`src/rtl/core/open_addressing_hash_table_core_assert.svh`:
```
// assertion helpers shared by the datapath and controller modules
// each use expects clk and rst_n in the enclosing scope
`ifndef OPEN_ADDRESSING_HASH_TABLE_CORE_ASSERT_SVH
`define OPEN_ADDRESSING_HASH_TABLE_CORE_ASSERT_SVH

// plain property, sampled on clk, off while in reset
`define OAHT_ASSERT(lbl, prop, msg) \
  lbl: assert property (@(posedge clk) disable iff (!rst_n) (prop)) else $error(msg);

// same-cycle implication
`define OAHT_ASSERT_IMP(lbl, cond, expr, msg) \
  `OAHT_ASSERT(lbl, (cond) |-> (expr), msg)

`endif

```
`src/rtl/core/oaht_pkg.sv`:
```
`timescale 1ns / 1ps

package oaht_pkg;

  // table geometry
  localparam int TABLE_DEPTH = 1024;
  localparam int IDX_W       = $clog2(TABLE_DEPTH);
  localparam int SIZE_W      = IDX_W + 1;
  localparam int KEY_W       = 32;
  localparam int HASH_W      = KEY_W - 1;
  localparam int DATA_W      = 32;
  localparam int STATUS_W    = 2;
  localparam int MEM_W       = 1 + KEY_W + DATA_W;

  // remainder unit: bits retired per cycle
  localparam int DIV_STEPS   = 4;
  localparam int DIV_CYCLES  = (HASH_W + DIV_STEPS - 1) / DIV_STEPS;
  localparam int DIV_PAD_W   = DIV_CYCLES * DIV_STEPS;
  localparam int DIV_CNT_W   = $clog2(DIV_CYCLES);

  // request codes
  localparam logic REQ_INSERT = 1'b0;
  localparam logic REQ_SEARCH = 1'b1;

  // result status codes
  localparam logic [STATUS_W-1:0] STATUS_OK   = 2'd0;
  localparam logic [STATUS_W-1:0] STATUS_FULL = 2'd1;
  localparam logic [STATUS_W-1:0] STATUS_MISS = 2'd2;

  typedef enum logic [2:0] {
    S_CLEAR,
    S_IDLE,
    S_HASH,
    S_READ,
    S_EVAL,
    S_DONE
  } oaht_state_t;

  typedef enum logic [1:0] {
    RES_INSERTED,
    RES_FOUND,
    RES_FULL,
    RES_MISS
  } oaht_res_t;

  // controller to datapath
  typedef struct packed {
    logic      clr_wr;
    logic      req_load;
    logic      pos_load;
    logic      mem_rd;
    logic      ins_wr;
    logic      advance;
    logic      res_load;
    oaht_res_t res_kind;
  } oaht_cmd_t;

  // datapath to controller
  typedef struct packed {
    logic clr_last;
    logic div_done;
    logic table_full;
    logic req_search;
    logic slot_valid;
    logic key_match;
    logic probe_last;
    logic out_free;
  } oaht_sts_t;

  // size register clamped to 1..TABLE_DEPTH
  function automatic logic [SIZE_W-1:0] eff_size(input logic [SIZE_W-1:0] cfg);
    logic [SIZE_W-1:0] s;
    s = cfg;
    if (cfg == '0) begin
      s = SIZE_W'(1);
    end else if (cfg > SIZE_W'(TABLE_DEPTH)) begin
      s = SIZE_W'(TABLE_DEPTH);
    end
    return s;
  endfunction

endpackage

```
`src/rtl/core/oaht_ctrl.sv`:
```
`timescale 1ns / 1ps
`include "open_addressing_hash_table_core_assert.svh"

// sequencer: clearing pass, hashing, probe loop, result hand-off
module oaht_ctrl (
  input  logic                clk,
  input  logic                rst_n,
  input  logic                in_valid,
  output logic                in_ready,
  input  oaht_pkg::oaht_sts_t sts,
  output oaht_pkg::oaht_cmd_t cmd
);
  import oaht_pkg::*;

  oaht_state_t state_r, state_nxt;
  oaht_res_t   res_r, res_nxt;

  // next state and result kind
  always_comb begin
    state_nxt = state_r;
    res_nxt   = res_r;
    case (state_r)
      S_CLEAR: begin
        if (sts.clr_last) begin
          state_nxt = S_IDLE;
        end
      end
      S_IDLE: begin
        if (in_valid) begin
          state_nxt = S_HASH;
        end
      end
      S_HASH: begin
        if (sts.div_done) begin
          if (!sts.req_search && sts.table_full) begin
            res_nxt   = RES_FULL;
            state_nxt = S_DONE;
          end else begin
            state_nxt = S_READ;
          end
        end
      end
      S_READ: begin
        state_nxt = S_EVAL;
      end
      S_EVAL: begin
        state_nxt = S_DONE;
        if (!sts.slot_valid) begin
          res_nxt = sts.req_search ? RES_MISS : RES_INSERTED;
        end else if (sts.req_search && sts.key_match) begin
          res_nxt = RES_FOUND;
        end else if (sts.probe_last) begin
          res_nxt = sts.req_search ? RES_MISS : RES_FULL;
        end else begin
          state_nxt = S_READ;
        end
      end
      S_DONE: begin
        if (sts.out_free) begin
          state_nxt = S_IDLE;
        end
      end
      default: begin
        state_nxt = S_IDLE;
      end
    endcase
  end

  // commands
  always_comb begin
    cmd          = '0;
    cmd.res_kind = res_r;
    in_ready     = 1'b0;
    case (state_r)
      S_CLEAR: begin
        cmd.clr_wr = 1'b1;
      end
      S_IDLE: begin
        in_ready     = 1'b1;
        cmd.req_load = in_valid;
      end
      S_HASH: begin
        cmd.pos_load = sts.div_done;
      end
      S_READ: begin
        cmd.mem_rd = 1'b1;
      end
      S_EVAL: begin
        cmd.ins_wr  = !sts.req_search && !sts.slot_valid;
        cmd.advance = sts.slot_valid && !(sts.req_search && sts.key_match)
                      && !sts.probe_last;
      end
      S_DONE: begin
        cmd.res_load = sts.out_free;
      end
      default: begin
        cmd.res_load = 1'b0;
      end
    endcase
  end

  always_ff @(posedge clk) begin
    if (!rst_n) begin
      state_r <= S_CLEAR;
      res_r   <= RES_MISS;
    end else begin
      state_r <= state_nxt;
      res_r   <= res_nxt;
    end
  end

  // checks
  `OAHT_ASSERT_IMP(a_one_write_source, cmd.clr_wr, !cmd.ins_wr && !in_ready, "clearing overlaps request work")
  `OAHT_ASSERT(a_eval_after_read, (state_r == S_EVAL) |-> ($past(state_r) == S_READ), "slot evaluated without a read")
  `OAHT_ASSERT(a_single_step, !(cmd.advance && cmd.ins_wr), "probe advanced while inserting")

endmodule

```
`config.mk`:
```
export PLATFORM = sky130hd
export DESIGN_NAME = oaht_ctrl
export DESIGN_NICKNAME = d
export VERILOG_FILES = /design/src/rtl/core/oaht_pkg.sv /design/src/rtl/core/oaht_ctrl.sv
export VERILOG_INCLUDE_DIRS = /design/src /design/src/rtl/core
export SDC_FILE = /design/constraint.sdc
export NUM_CORES = 1
export LEC_CHECK = 0
export BUFFER_PORTS_ARGS = -buffer_cell sky130_fd_sc_hd__clkbuf_2
export CORE_AREA = 2 2 39 41
export DETAILED_ROUTE_END_ITERATION = 12
export DIE_AREA = 0 0 41 43
export SLEW_MARGIN = 5
export SYNTH_ARGS = -nofsm -noshare
export SYNTH_HDL_FRONTEND = slang
export SYNTH_SLANG_ARGS = --single-unit
export TNS_END_PERCENT = 5
```
`constraint.sdc`:
```
create_clock -name clk -period 2.3 [get_ports clk]
set_clock_uncertainty 0.1 [all_clocks]
set_input_delay 0.115 -clock clk [delete_from_list [all_inputs] [get_ports clk]]
set_output_delay 0.115 -clock clk [all_outputs]
set_load 0.02 [all_outputs]
```
## Yosys cells after proc, flatten, opt, wreduce, memory -nomap -nowiden

Index checks and enable logic that the tools add are counted.

| operators by class | value |
|---|---|
| add/subtract/negate cells | 0 |
| multiply operators | 0 |
| divide/modulo/power cells | 0 |
| order comparisons | 0 |
| eq/ne operators | 11 |
| shift-type cells | 0 |
| muxes and demuxes | 24 |
| bitwise operators | 0 |
| reductions and logical operators | 13 |

Operator list:

| kind | number |
|---|---|
| 3-bit 2-to-1 mux | 8 |
| 3-bit case mux with 6 select lines | 1 |
| 2-bit 2-to-1 mux | 7 |
| 2-bit inequality test, second input constant | 5 |
| 4-bit AND reduction | 2 |
| 1-bit 2-to-1 mux | 7 |
| 3-bit by 2-bit equality test with 1-bit output, second input constant | 2 |
| 3-bit equality test, second input constant | 2 |
| 1-bit logical AND | 5 |
| 1-bit logical NOT | 4 |
| 4-bit inequality test, second input constant | 1 |
| 2-bit case mux with 2 select lines | 1 |
| 3-bit by 1-bit equality test with 1-bit output, second input constant | 1 |
| 3-bit logical NOT | 1 |
| 2-bit nonzero test | 1 |

| word-level totals | value |
|---|---|
| flip-flop bits (word level) | 5 |
| latch bits | 0 |
| bits in writable memories | 0 |
| bits in read-only memories | 0 |
| input bits | 11 |
| output and inout bits | 10 |
| logic and storage cells | 50 |
| memories | 0 |

## Depth between registers and ports, before layout

| logic depth | value |
|---|---|
| word-level depth | 5 |
| mapped depth | 5 |
| depth with buffers taken out | 4 |

## Least setup slack after synthesis

No wires, ideal clock.

| timing path | value |
|---|---|
| kind | register to output |
| start point | reg state_r[2] |
| end point | out cmd[4] (netlist bit) |
| arrival | 1.284 ns |
| data required time | 2.085 ns |
| setup slack | 0.801 ns |
| cell stages (with the launch flop) | 4 |
| cell sequence | dfxtp_1 buf_6 or3b_4 nor3_1 |

RTL lines:

| item | RTL line | source |
|---|---|---|
| from (decl) | oaht_ctrl.sv:15 | `oaht_state_t state_r, state_nxt;` |
| from (signal assigned) | oaht_ctrl.sv:107 | `state_r <= state_nxt;` |
| to (decl) | oaht_ctrl.sv:11 | `output oaht_pkg::oaht_cmd_t cmd` |

==> impl_summary.md <==
Setup path
Along the worst path, the maximum fanout reaches 9. Traced cell by cell, the critical path runs through or3b_4, nor3_1, clkbuf_2. STA classifies the critical path endpoint as an output pin.

At the worst endpoint, the arrival time is 1.53 ns. The first element of the critical path is state_r[2]. The launching element type of the critical path is a flip-flop. In this run the critical register-to-register path is launched from state_r[2]. The endpoint identified for the worst register-to-register timing path is state_r[2]. Among cell families on the critical path, the largest total delay comes from simple AND/OR/NAND/NOR gates. STA puts the critical path data required time at 2.09 ns.

The maximum cell stage delay along the critical path is 0.48 ns. The worst-case reg-to-reg path depth is 4. The number of buffers and inverters on the critical path is 1. The slowest stage of the critical path is the sky130_fd_sc_hd__dfxtp_1 cell. The kind of critical path is flip-flop to output pin. The setup slack on the worst flop-to-flop path is 0.73 ns.

The number of cells on the critical path is 3. In this run the worst setup path terminates at cmd[4].

Yosys
The post-synthesis share of cell area spent on full adders, half adders and majority gates is 0%. The mux contribution to synthesized area is 0%. The synthesized area per cell is 8.42 um2. The number of different library cells in the post-synthesis netlist is 29. The share of synthesized cell area in and, or, nand and nor gates is 35.6%.

The share of synthesized registers carrying an async set or reset is 0%. For this run, the register share of the synthesized area comes to 24.8%. For this run, the number of Yosys warnings is 0.

The flip-flop cell with the highest count after synthesis is sky130_fd_sc_hd__dfxtp_1. The XOR/XNOR share of the synthesized area is 0%. The combinational family with the most area after synthesis is simple AND/OR/NAND/NOR gates. The gate count after technology mapping is 48. Summing the areas of all compound-gate instances in the mapped netlist gives 29.4% of the synthesized area. The number of enable-type register cells in the synthesized netlist is 0. In this run, synthesis produced a sequential element count of 5. The number of nets in the synthesized netlist is 59.

The cell area that synthesis handed to floorplanning was 404 um2.

Placed design
Routability-driven placement finished with a final weighted congestion of 0.770. The area after detailed placement is 490 um2. Once placement completed, the tool counted placed cells totaling 81. The number of I/O port buffers is 20. The worst setup timing slack at the placement stage is 0.749 ns. The post-DP HPWL is 739 um.

GRT
The overall track demand over capacity in global routing is 13.0%. The first global-routing pass estimated 1530 um of wire. The sum of overflow across all layers after global routing is 0. The number of global-route vias before repair was 377. The initial antenna violation count is 0. The largest net degree at the start of global routing is 13.

Run
The reported max-cap violation count is 0.

Power
The sequential share of power is 37.7%. The cell-internal power is 0.174 mW. The switching power is 0.0764 mW.

The proportion of total power due to net switching is 30.5%. The power per cell area is 485 mW/mm2. For this design the static power due to leakage is 0.258 nW.

The power after layout is 0.251 mW. The worst-case IR drop observed on VDD is 0.175 mV. Of the total power, combinational logic draws 17.2%. In this run, the clock network consumes 45.2% of the power.

Final layout
The area growth from synthesis to layout is 27.9%. The number of fillers in the final layout is 149. After routing the design area is 517 um2.

Once layout is complete, the utilization of the core stands at 37.3%. The post-layout net count is 81. The count of placed standard cells in the final layout, fillers left out is 85. The count of inserted antenna diode cells is 0. The fraction of layout instances using a drive strength above 1 is 40.6%.

Detailed routing
The post-detailed-route DRC marker count is 0. The final layout contains routed wiring with a total length of 969 um. Routed signal wires occupy layers up through met4. The met3 layer wire length in the routed design is 61 um. After detailed routing, the number of vias per cell comes to 5.01.

The count of TritonRoute iterations in the first routing pass is 2. In the detailed route, the total length drawn on met2 is 436 um. The number of violations reported at the end of detailed-routing iteration 0 is 4. After detailed routing, the average wire length per cell comes to 11.4 um.

The detail route stage leaves a number of antenna-violating nets equal to 0. The via count is 426. The wire length on met1 is 443 um.

Clocking
The number of buffers created by CTS is 3. The number of buffers inserted by post-CTS setup repair is 0. The maximum level of the CTS H-tree is 1. The longest clock path from root to sink contains 2 buffers. Clock-pin slew was measured on the worst setup and hold paths at 0.04 ns. The count of instances resized after the clock tree is built is 0. TritonCTS built the clock tree. The cell at the root of the clock tree is sky130_fd_sc_hd__clkbuf_4.

The hold buffer count at CTS is 0. The clock net in this run drives a total of 5 sinks. The clock reaches the later pin of the worst-skew pair after 0.26 ns.

STA
The worst slew slack as a fraction of its limit is 76.3%. The worst setup slack after layout is 0.555 ns. The shortest clock period the worst path allows after layout is 1.74 ns.

The final count of negative-setup-slack endpoints is 0. On the final layout, the worst hold slack is 0.0136 ns. Static timing analysis puts the maximum clock frequency at 573 MHz. The total negative setup slack is 0 ns.

Of the available clock period, the critical path in the final layout requires 75.9%. The number of pins exceeding their max-slew limit in the final report is 0. The hold violation count in the final report is 0. At the pin with the least slew margin, the transition time is 0.355 ns. Setup repair after global routing left no endpoint under its margin.

Outcome
The flow ran to the end, and the final reports show no timing, DRC or antenna violations.

Worst hold path
The type of the most critical hold path is input pin to flip-flop.

Floorplan
The cell row count is 14. From left edge to right edge, the die measures 41 um. The top-level port count is 21.

The floorplan step defined a die boundary enclosing 0.00176 mm2. The die span in y is 43 um. In this run the standard cell core region covers 0.00138 mm2.

The initial utilization of the core area, before any placement, comes to 29.2%.
==> kinds of logic after synthesis <==
| logic type | after synthesis |
|---|---|
| flip-flops | 5 |
| AND/OR/NAND/NOR | 22 |
| buffers and inverters | 5 |
| AO/OA/AOI/OAI | 16 |
==> final cells by class <==
type,instances,area [um2],share of cell area (%)
multi-input cells,38,263,50.8
flip-flops and latches,5,100,19.4
repair buffers,20,100,19.4
clock buffers,4,26.3,5.08
well taps,16,20.0,3.87
inverters,2,7.51,1.45
==> power groups by stage <==
stage	registers [mW]	clock network [mW]	logic (mW)
floorplan	0.0924	0	0.0300
global route	0.0951	0.116	0.0478
detailed placement	0.0962	0	0.0434
finish	0.0944	0.113	0.0430
global placement	0.0959	0	0.0428
CTS	0.0947	0.112	0.0435
==> how the worst min path moves through the flow <==
| stage | start | end | cells past startpoint |
|---|---|---|---|
| floorplan | rst_n | res_r[0] | 1 |
| global placement | rst_n | res_r[0] | 2 |
| detailed placement | rst_n | res_r[0] | 2 |
| CTS | rst_n | res_r[0] | 2 |
| global route | rst_n | res_r[0] | 2 |
| finish | rst_n | res_r[0] | 2 |
==> routing by layer <==
metal,vias to the layer above,track usage (%)
met5,-,0
met4,0,12.0
met3,3,1.57
met2,17,18.4
met1,183,15.8
li1,223,-
==> cells in the mapped netlist, types with 2 or more instances <==
master | n | area, um2
sky130_fd_sc_hd__and2_1 | 2 | 12.5
sky130_fd_sc_hd__dfxtp_1 | 5 | 100
sky130_fd_sc_hd__nand3_1 | 2 | 10.0
sky130_fd_sc_hd__o21ai_0 | 4 | 20.0
sky130_fd_sc_hd__a21oi_1 | 2 | 10.0
sky130_fd_sc_hd__nand2_1 | 4 | 15.0
sky130_fd_sc_hd__and3_1 | 3 | 18.8
sky130_fd_sc_hd__nor3_1 | 2 | 10.0
sky130_fd_sc_hd__buf_6 | 3 | 33.8
sky130_fd_sc_hd__nand3b_1 | 2 | 15.0
==> state kept, by name, indices dropped and copies added (netlist names) <==
signal	count
res_r	2
state_r	3
==> cells in the final DEF, fill, tap and decap left out, types with 2 or more instances in the layout <==
cell type / netlist / routed
sky130_fd_sc_hd__clkbuf_2: 0 / 20
sky130_fd_sc_hd__dfxtp_1: 5 / 5
sky130_fd_sc_hd__nand2_1: 4 / 4
sky130_fd_sc_hd__o21ai_0: 4 / 4
sky130_fd_sc_hd__and3_1: 3 / 3
sky130_fd_sc_hd__clkbuf_4: 0 / 3
sky130_fd_sc_hd__and2_1: 2 / 2
sky130_fd_sc_hd__nor3_1: 2 / 2
sky130_fd_sc_hd__nand3b_1: 2 / 2
sky130_fd_sc_hd__a21oi_1: 2 / 2
sky130_fd_sc_hd__nand3_1: 2 / 2
No activity file was read; power rests on OpenSTA's default activity.
